### config.mk
export PLATFORM = sky130hd
export DESIGN_NAME = lidar_scan_stream_decoder
export DESIGN_NICKNAME = d
export VERILOG_FILES = /design/src/rtl/lssd_pkg.sv /design/src/rtl/lidar_scan_stream_decoder.sv /design/src/rtl/lssd_parse.sv
export SDC_FILE = /design/constraint.sdc
export NUM_CORES = 1
export LEC_CHECK = 0
export ABC_AREA = 0
export BUFFER_PORTS_ARGS = -buffer_cell sky130_fd_sc_hd__buf_4
export CAP_MARGIN = 30
export CORE_MARGIN = 2
export CORE_UTILIZATION = 40
export CTS_BUF_LIST = sky130_fd_sc_hd__clkbuf_16
export DETAILED_ROUTE_END_ITERATION = 16
export PLACE_DENSITY_LB_ADDON = 0.3
export SLEW_MARGIN = 40
export SYNTH_ARGS = -nofsm -noshare
export SYNTH_HDL_FRONTEND = slang
export SYNTH_SLANG_ARGS = --single-unit
### constraint.sdc
create_clock -name clk -period 4.2 [get_ports clk]
set_input_delay 0.63 -clock clk [delete_from_list [all_inputs] [get_ports clk]]
set_output_delay 0.63 -clock clk [all_outputs]
set_load 0.02 [all_outputs]
### src/rtl/lssd_pkg.sv
// lssd_pkg: shared types and constants of the range sensor reply-stream decoder.
// Used by lssd_parse and lidar_scan_stream_decoder; depends on nothing.
package lssd_pkg;

  localparam int unsigned DistW = 18;
  localparam int unsigned MinW  = 16;
  localparam int unsigned MaxW  = 18;
  localparam int unsigned CfgW  = 18;

  // Register indexes on the configuration port
  typedef enum logic {
    CFG_RANGE_MIN = 1'b0,
    CFG_RANGE_MAX = 1'b1
  } cfg_index_t;

  localparam logic [MinW-1:0] RANGE_MIN_RESET = 16'd100;
  localparam logic [MaxW-1:0] RANGE_MAX_RESET = 18'd10000;

  // Stream characters
  localparam logic [7:0] CH_LF       = 8'h0A;
  localparam logic [7:0] CH_CR       = 8'h0D;
  localparam logic [7:0] CH_M        = 8'h4D;
  localparam logic [7:0] CH_D        = 8'h44;
  localparam logic [7:0] CH_9        = 8'h39;
  localparam logic [7:0] CODE_OFFSET = 8'h30;

  // Distances at or below this are sensor error codes
  localparam logic [DistW-1:0] INVALID_LIMIT_MM = 18'd20;

  // Line numbers; data lines saturate at LINE_DATA
  localparam logic [1:0] LINE_CMD  = 2'd0;
  localparam logic [1:0] LINE_STAT = 2'd1;
  localparam logic [1:0] LINE_TIME = 2'd2;
  localparam logic [1:0] LINE_DATA = 2'd3;

  // One decoded distance
  typedef struct packed {
    logic [DistW-1:0] distance_mm;
    logic             in_range;
    logic             last;
  } result_t;

endpackage

### src/rtl/lidar_scan_stream_decoder.sv
// Range sensor reply-stream decoder: one byte in per cycle unless in_stall is high,
// decoded distances out. The completing byte is decoded combinationally and its
// distance registered; a skid entry holds one result behind a stalled output.
// in_stall rises only when both output entries are full.
// Reset (rst_n low, synchronous) clears parser state and output valids and loads
// range_min_mm = 100, range_max_mm = 10000. Depends on lssd_pkg and lssd_parse.
module lidar_scan_stream_decoder (
  input  logic                       clk,
  input  logic                       rst_n,
  input  logic                       in_valid,
  output logic                       in_stall,
  input  logic [7:0]                 in_byte_value,
  output logic                       out_valid,
  input  logic                       out_stall,
  output logic [lssd_pkg::DistW-1:0] out_distance_mm,
  output logic                       out_in_range,
  output logic                       out_last,
  input  logic                       cfg_we,
  input  lssd_pkg::cfg_index_t       cfg_index,
  input  logic [lssd_pkg::CfgW-1:0]  cfg_wdata
);

  logic [lssd_pkg::MinW-1:0] range_min_r;
  logic [lssd_pkg::MaxW-1:0] range_max_r;
  logic                      in_acc;
  logic                      res_valid;
  lssd_pkg::result_t         res;
  logic                      new_res;
  logic                      out_free;
  logic                      out_valid_r;
  logic                      skid_valid_r;
  lssd_pkg::result_t         out_data_r;
  lssd_pkg::result_t         skid_data_r;

  // Configuration registers
  always_ff @(posedge clk) begin
    if (!rst_n) begin
      range_min_r <= lssd_pkg::RANGE_MIN_RESET;
      range_max_r <= lssd_pkg::RANGE_MAX_RESET;
    end else if (cfg_we) begin
      unique case (cfg_index)
        lssd_pkg::CFG_RANGE_MIN: range_min_r <= cfg_wdata[lssd_pkg::MinW-1:0];
        lssd_pkg::CFG_RANGE_MAX: range_max_r <= cfg_wdata[lssd_pkg::MaxW-1:0];
        default: ;
      endcase
    end
  end

  assign in_stall = skid_valid_r;
  assign in_acc   = in_valid && !in_stall;

  lssd_parse u_parse (
    .clk          (clk),
    .rst_n        (rst_n),
    .byte_acc     (in_acc),
    .byte_value   (in_byte_value),
    .range_min_mm (range_min_r),
    .range_max_mm (range_max_r),
    .res_valid    (res_valid),
    .res          (res)
  );

  assign new_res  = in_acc && res_valid;
  assign out_free = !out_valid_r || !out_stall;

  // Output register with skid entry
  always_ff @(posedge clk) begin
    if (!rst_n) begin
      out_valid_r  <= 1'b0;
      skid_valid_r <= 1'b0;
    end else if (out_free) begin
      out_valid_r  <= skid_valid_r || new_res;
      skid_valid_r <= 1'b0;
    end else if (new_res) begin
      skid_valid_r <= 1'b1;
    end
  end

  always_ff @(posedge clk) begin
    if (out_free) begin
      out_data_r <= skid_valid_r ? skid_data_r : res;
    end
    if (!out_free && new_res) begin
      skid_data_r <= res;
    end
  end

  assign out_valid       = out_valid_r;
  assign out_distance_mm = out_data_r.distance_mm;
  assign out_in_range    = out_data_r.in_range;
  assign out_last        = out_data_r.last;

`ifndef SYNTH
  // Skid entry is only used behind a full output register
  a_skid_behind_out: assert property (@(posedge clk) disable iff (!rst_n)
    skid_valid_r |-> out_valid_r)
    else $error("skid entry valid while output register empty");

  // A stalled result is never dropped
  a_out_kept: assert property (@(posedge clk) disable iff (!rst_n)
    out_valid_r && out_stall |=> out_valid_r)
    else $error("stalled result lost");

  // A new result behind a stalled, full output register is captured in the skid entry
  a_no_overflow: assert property (@(posedge clk) disable iff (!rst_n)
    out_valid_r && out_stall && new_res |=> skid_valid_r)
    else $error("result not captured in skid entry");

  // Reset empties the output stage
  a_reset_empty: assert property (@(posedge clk)
    !rst_n |=> !out_valid_r && !skid_valid_r)
    else $error("output stage not empty after reset");
`endif

endmodule

### src/rtl/lssd_parse.sv
// lssd_parse: message framing, header check, checksum strip and three-character decode.
// Updates its running state once per accepted byte; depends on lssd_pkg.
module lssd_parse (
  input  logic                          clk,
  input  logic                          rst_n,
  input  logic                          byte_acc,
  input  logic [7:0]                    byte_value,
  input  logic [lssd_pkg::MinW-1:0]     range_min_mm,
  input  logic [lssd_pkg::MaxW-1:0]     range_max_mm,
  output logic                          res_valid,
  output lssd_pkg::result_t             res
);

  typedef struct packed {
    logic [1:0]                   line_number;
    logic [1:0]                   char_in_line;
    logic                         header_good;
    logic                         previous_was_lf;
    logic [7:0]                   pending_char;
    logic                         pending_valid;
    logic                         pending_cr;
    logic [lssd_pkg::DistW-1:0]   triple_accum;
    logic [1:0]                   triple_count;
    logic [lssd_pkg::DistW-1:0]   held_value;
    logic                         held_valid;
  } parse_state_t;

  typedef struct packed {
    parse_state_t               st;
    logic                       emit;
    logic [lssd_pkg::DistW-1:0] emit_value;
  } push_t;

  parse_state_t st_r, st_nxt;
  logic         emit;
  logic         emit_last;
  logic [lssd_pkg::DistW-1:0] emit_value;

  // Start-of-message values of the running state
  function automatic parse_state_t clear_state(input logic prev_lf);
    parse_state_t s;
    s                 = '0;
    s.header_good     = 1'b1;
    s.previous_was_lf = prev_lf;
    return s;
  endfunction

  // Feed one joined data character into the triple decoder
  function automatic push_t push_char(input push_t p, input logic [7:0] c);
    push_t      q;
    logic [7:0] code;
    q    = p;
    code = c - lssd_pkg::CODE_OFFSET;
    q.st.triple_accum = {p.st.triple_accum[lssd_pkg::DistW-7:0], code[5:0]};
    q.st.triple_count = p.st.triple_count + 2'd1;
    if (q.st.triple_count == 2'd3) begin
      if (p.st.held_valid) begin
        q.emit       = 1'b1;
        q.emit_value = p.st.held_value;
      end
      q.st.held_value   = q.st.triple_accum;
      q.st.held_valid   = 1'b1;
      q.st.triple_accum = '0;
      q.st.triple_count = 2'd0;
    end
    return q;
  endfunction

  // Push the held-back character, if any, and hold c in its place
  function automatic push_t shift_pending(input push_t p, input logic [7:0] c);
    push_t q;
    q = p;
    if (p.st.pending_valid) begin
      q = push_char(p, p.st.pending_char);
    end
    q.st.pending_char  = c;
    q.st.pending_valid = 1'b1;
    return q;
  endfunction

  // Next state and result for the byte at the input
  always_comb begin
    push_t p;
    p          = '0;
    p.st       = st_r;
    emit_last  = 1'b0;
    if (byte_value == lssd_pkg::CH_LF) begin
      if (st_r.previous_was_lf) begin
        // message end: flush held value with last mark
        p.emit       = st_r.held_valid;
        p.emit_value = st_r.held_value;
        emit_last    = 1'b1;
        p.st         = clear_state(1'b0);
      end else begin
        p.st.previous_was_lf = 1'b1;
        if ((st_r.line_number < lssd_pkg::LINE_TIME) && (st_r.char_in_line < 2'd2)) begin
          p.st.header_good = 1'b0;
        end
        p.st.pending_char  = '0;
        p.st.pending_valid = 1'b0;
        p.st.pending_cr    = 1'b0;
        p.st.char_in_line  = 2'd0;
        if (st_r.line_number != lssd_pkg::LINE_DATA) begin
          p.st.line_number = st_r.line_number + 2'd1;
        end
      end
    end else begin
      p.st.previous_was_lf = 1'b0;
      if (st_r.line_number < lssd_pkg::LINE_TIME) begin
        // header lines: check the first two characters
        if (st_r.char_in_line < 2'd2) begin
          if (st_r.line_number == lssd_pkg::LINE_CMD) begin
            if (byte_value != ((st_r.char_in_line == 2'd0) ? lssd_pkg::CH_M
                                                            : lssd_pkg::CH_D)) begin
              p.st.header_good = 1'b0;
            end
          end else if (byte_value != lssd_pkg::CH_9) begin
            p.st.header_good = 1'b0;
          end
          p.st.char_in_line = st_r.char_in_line + 2'd1;
        end
      end else if ((st_r.line_number == lssd_pkg::LINE_DATA) && st_r.header_good) begin
        // data lines: a CR not followed by LF is data
        if (st_r.pending_cr) begin
          p.st.pending_cr = 1'b0;
          p = shift_pending(p, lssd_pkg::CH_CR);
        end
        if (byte_value == lssd_pkg::CH_CR) begin
          p.st.pending_cr = 1'b1;
        end else begin
          p = shift_pending(p, byte_value);
        end
      end
    end
    st_nxt     = p.st;
    emit       = p.emit;
    emit_value = p.emit_value;
  end

  // Classify the emitted distance
  assign res_valid       = emit;
  assign res.distance_mm = emit_value;
  assign res.last        = emit_last;
  assign res.in_range    = (emit_value > lssd_pkg::INVALID_LIMIT_MM) &&
                           (emit_value >= {2'b00, range_min_mm}) &&
                           (emit_value <= range_max_mm);

  // Advance the running state on each accepted byte
  always_ff @(posedge clk) begin
    if (!rst_n) begin
      st_r <= clear_state(1'b0);
    end else if (byte_acc) begin
      st_r <= st_nxt;
    end
  end

endmodule

---- Word-level counts from Yosys, hierarchy flattened ----
Cells that the tools add are included.
word-level totals
  output and inout port bits .............. 22
  input bits .............................. 32
  RAM bits ................................ 0
  logic and storage cells ................. 104
  bits in latches ......................... 0
  ROM bits ................................ 0
  register bits after elaboration ......... 131
  memories kept ........................... 0
operators by class
  muxes and demuxes ....................... 30
  divide/modulo/power cells ............... 0
  add/sub/neg operators ................... 6
  reduce and logical (&&, ||, !) cells .... 25
  bitwise logic cells ..................... 2
  $lt $le $gt $ge ......................... 5
  $mul .................................... 0
  shift operators ......................... 0
  equality and inequality tests ........... 15
operators with widths
  operator                                                                  count
  74-bit 2-to-1 mux                                                         5
  58-bit 2-to-1 mux                                                         6
  69-bit 2-to-1 mux                                                         1
  68-bit 2-to-1 mux                                                         1
  19-bit 2-to-1 mux                                                         2
  20-bit 2-to-1 mux                                                         1
  18-bit by 16-bit greater-or-equal comparator with 1-bit output            1
  18-bit by 5-bit > comparator with 1-bit output (second input constant)    1
  18-bit less-or-equal comparator                                           1
  8-bit by 4-bit == test with 1-bit output (second input constant)          2
  16-bit 2-to-1 mux                                                         1
  6-bit subtractor (second input constant)                                  2
  9-bit 2-to-1 mux                                                          1
  3-bit by 2-bit inequality test with 1-bit output (second input constant)  3
  2-bit by 1-bit adder with 2-bit output (second input constant)            4
  4-bit by 3-bit inequality test with 1-bit output (second input constant)  2
  8-bit by 6-bit inequality test with 1-bit output (second input constant)  1
  8-bit inequality test                                                     1
  4-bit AND reduction                                                       2
  1-bit logical AND                                                         7
  1-bit 2-to-1 mux                                                          7
  2-bit == test (second input constant)                                     3
  3-bit 2-to-1 mux                                                          2
  3-bit AND reduction                                                       2
  other kinds (14)                                                          24

---- Logic depth before layout (Yosys ltp) ----
  depth in word-level cells ............... 20
  gate-level depth with buffers ........... 14
  depth with buffers taken out ............ 13

---- By module ----
A second synthesis with hierarchy kept.
unflattened totals
  cell total of the unflattened synthesis .. 666
  area, all modules ....................... 6364.9 um^2
by module, submodules not included
  module                     times used  area an instance (um^2)  sequential area each (um^2)  cells each
  lssd_parse                 1           3570.9                   940.9                        444
  lidar_scan_stream_decoder  1           2793.9                   1921.8                       222

---- Least setup slack after synthesis ----
OpenSTA, ideal clock, no wires.
  path type ............................... input-to-reg
  start point ............................. input port in_byte_value[5]
  end point ............................... register out_data_r (netlist bit out_in_range), data pin
  stages on the path ...................... 12
  path slack .............................. 727 ps
  required time ........................... 3932 ps
  library setup time ...................... 268 ps
  arrival ................................. 3205 ps
  cells stage by stage .................... or4b_4 -> nor3_4 -> or2_2 -> a31oi_2 -> buf_2 -> and2_1 -> ha_1 -> nand4_1 -> nor3_1 -> o31ai_1 -> a41oi_1 -> o41ai_1
RTL lines
  what                    line                             source
  start: declaration      lidar_scan_stream_decoder.sv:12  input logic [7:0] in_byte_value,
  end signal: assignment  lidar_scan_stream_decoder.sv:81  out_data_r <= skid_valid_r ? skid_data_r : res;
  end: declaration        lidar_scan_stream_decoder.sv:32  lssd_pkg::result_t out_data_r;

==> qor.csv <==
stage,metric,value,unit
clock_network,clock latency at the later pin of the worst-skew pair,0.41,ns
global_route,grt total ovfl,0,
global_route,first-pass GRT wire length,25500,um
floorplan,initial core utilization,40.6,%
logic_synthesis,Yosys top cell area share,27.3,%
floorplan,Die Outline Area,16200,um2
sta,worst slew pin tran,0.789,ns
critical_path,worst endpoint required time,4.42,ns
logic_synthesis,number of warning messages in the yosys log,0,
critical_path,register-to-register setup slack,0.70,ns
sta,worst max-slew margin expressed relative to the limit,47.4,%
detailed_routing,total vias in the final route,5002,
global_route,GRT Resource Usage Total,19.9,%
detailed_routing,Final ANT Viol Nets,0,
critical_path,list of cells traversed by the critical path,buf_4 -> nor4b_2 -> nand3_1 -> inv_2 -> a21oi_1 -> a31oi_2 -> buf_4 -> and2_1 -> ha_1 -> a211oi_1 -> nor2_1 -> o21ai_0 -> a41oi_1 -> o41ai_1,
placed_design,placed cell count,860,
clock_network,hold buffer count at cts,0,
finish,P&R area growth vs syn,18.4,%
logic_synthesis,most used flip-flop cell after synthesis,dfxtp_1,
detailed_routing,Post-Route WL,15300,um
clock_network,number of clock buffers inserted by TritonCTS,17,
placed_design,weighted congestion at the end of routability-driven global placement,0.884,
sta,final number of hold-violating endpoints,0,
critical_path,highest cell delay on the worst timing path,0.54,ns
critical_path,critical register-to-register path endpoint,out_in_range,
global_route,GR met2 Demand/Resource,30.6,%
floorplan,number of top-level pins,54,
detailed_routing,DRC errors left,0,
power_and_ir_drop,Power Total,2.74,mW
clock_network,CTS H-tree lvls,4,
flow_run,max-cap violation count,0,
logic_synthesis,cell accounting for the most synthesized area,dfxtp_1,
clock_network,TritonCTS clock tree,yes,
sta,final setup TNS,0,ns
critical_path,endpoint class of the critical path,flip-flop,
critical_path,Worst Setup Path Type,input port to flip-flop,
global_route,met1 routing resource usage after global routing,27.4,%
sta,Fin Clk Skew,0.00514,ns
logic_synthesis,synthesized area per cell,9.56,um2
logic_synthesis,leading cell types by total area after synthesis,"dfxtp_1 (27%), edfxtp_1 (20%), ha_1 (7.6%), nand2_1 (6.0%), a21oi_1 (4.2%)",
global_route,antenna violations before repair,0,
detailed_routing,Initial DRC Count,425,
floorplan,total number of placement rows,45,
clock_network,Longest Clk Path Bufs,2,
detailed_routing,Routed wire per std cell,17.1,um
min_path,endpoint of the worst hold path,range_max_r[8],
sta,time the worst path needs with I/O delays and setup,3.56,ns
sta,final setup violation count,0,
critical_path,Worst Reg2Reg Path Length in Cells,12,
power_and_ir_drop,static power due to leakage,2.88,nW
critical_path,worst-path fanout max,19,
logic_synthesis,portion of the post-synthesis area used by sequential elements,47.0,%
critical_path,Critical Path Start Type,input port,
floorplan,area inside the core boundary,15000,um2
finish,fraction of layout instances using a drive strength above 1,16.5,%
clock_network,clock sink count,123,
logic_synthesis,number of instances in the synthesized netlist,638,
power_and_ir_drop,PwrDens,379,nW/um2
finish,final layout net count,760,
critical_path,Crit path top cell by count,buf_4,
sta,final cycle utilization of the critical path,84.8,%
logic_synthesis,number of library cell types mapped by synthesis,59,
min_path,startpoint of the tightest hold check path,cfg_wdata[8],
min_path,Min-Delay Path Depth,3,
power_and_ir_drop,maximum vdd ir drop,0.000279,V
floorplan,die span in y,127,um
critical_path,Top Family by Delay on Critical Path,compound AO/OA/AOI/OAI gates,
logic_synthesis,post-synthesis net count,707,
min_path,class of the most critical hold timing path,input port to flip-flop,
sta,final count of pins violating max slew,0,
global_route,number of global-route vias before repair,4953,
placed_design,number of port buffers,53,
critical_path,Worst R2R Start,u_parse.st_r[40],
status,run status,"finished, final reports clean",
global_route,GRT busiest layer,met2,
logic_synthesis,ranking of synthesized cells by instance count,"nand2_1 (97), dfxtp_1 (83), a21oi_1 (51)",
finish,"number of standard cells in the layout, taps in and fillers out",892,
floorplan,die span in x,127,um
placed_design,placed wire-length estimate after detailed placement,11100,um
detailed_routing,Pre-Repair DR Iteration Count,5,
global_route,GRT met3 Usage,4.31,%
logic_synthesis,total standard cell area after synthesis,6100,um2
clock_network,postcts setup bufs,0,
global_route,maximum number of pins on one net before global-route repair,51,
logic_synthesis,most frequently used cell type in the post-synthesis netlist,nand2_1,
sta,Highest Clock Rate,0.281,GHz
critical_path,Crit path arrival time,3.78,ns
critical_path,CP Buf/Inv Count,3,
clock_network,clock root buffer master,clkbuf_16,
clock_network,post-CTS resize count,0,
clock_network,clock-pin slew on the worst setup and hold paths,0.06,ns
critical_path,Critical-path top delay cell,nor4b_2,
finish,Fillers,1368,
finish,number of antenna repair diodes,0,
sta,RSZ-0062 raised after global routing,no,
logic_synthesis,async set-reset flop share out of synthesis,0,%
logic_synthesis,number of enable flip-flop cells after synthesis,40,
detailed_routing,post-DR vias/cell,5.61,
logic_synthesis,register bit count reported by yosys,123,
## where the power goes
group          total, mW  internal, mW  switching [mW]
combinational      0.131        0.0533          0.0774
sequential          1.25          1.24         0.00967
clock               1.36         0.848           0.510
## routing by layer
layer / part of all wire (%) / wire, um
met4: 2.0 / 308
met3: 5.4 / 817
met5: 0 / 0
met1: 47 / 7240
met2: 45 / 6900
## metrics by stage
step | cell area [um2] | hold WS, ns | setup WS, ns | util (%)
floorplan | 6100 | 0.436 | 0.727 | -
global placement | 6680 | 0.446 | 0.383 | 44.4
detailed placement | 6680 | 0.448 | 0.233 | 44.4
CTS | 7220 | 0.438 | 0.685 | 48.0
global route | 7220 | 0.440 | 0.362 | 48.0
finish | 7220 | 0.451 | 0.639 | 48.0
## logic make-up after synthesis
logic type	Yosys count	synth area share, %
xor gates and xnor gates	2	0.287
AOI/OAI and AO/OA	182	20.6
adders and majority gates	37	7.59
muxes	21	3.80
and+or+nand+nor	202	16.3
buffers and inverters	71	4.54
DFF	123	47.0
## area by class of cell
class	instances	area, um2	area share, %
tap	188	235	3.26
clock inverter	15	115	1.59
clock buffer	17	425	5.89
multi-input combinational	444	2970	41.1
inverter	46	173	2.39
sequential	123	2860	39.6
timing repair buffer	59	443	6.13
## worst min-delay path: stages
cell and delay (ns):
buf_4 0.08, nand2_1 0.04, o211ai_1 0.07
## flip-flops by register name (all words and copies together) (netlist names)
name / cells
out_valid: 1
out_in_range: 1
out_distance_mm: 18
out_last: 1
skid_data_r: 20
range_min_r: 16
u_parse.st_r: 47
in_stall: 1
range_max_r: 18
## worst max path at each step
| stage | from | end | slack (ns) | cells past startpoint |
|---|---|---|---|---|
| 2_1_floorplan | in_byte_value[5] | out_in_range | 0.73 | 12 |
| 3_3_place_gp | in_byte_value[2] | out_in_range | 0.38 | 13 |
| 3_5_place_dp | in_byte_value[2] | out_in_range | 0.23 | 14 |
| 4_1_cts | in_byte_value[2] | out_in_range | 0.68 | 14 |
| 5_1_grt | in_byte_value[2] | out_in_range | 0.36 | 14 |
| 6_report | in_byte_value[2] | out_in_range | 0.64 | 14 |
## layout by cell type (no fill, tap or decap), types with 18 or more instances in the layout
cell type,count
a21oi_1,51
a22oi_1,18
and2_1,22
buf_4,59
dfxtp_1,83
edfxtp_1,40
ha_1,37
inv_1,44
nand2_1,96
nor2_1,26
o21ai_0,22
No activity file was read; power rests on OpenSTA's default activity.
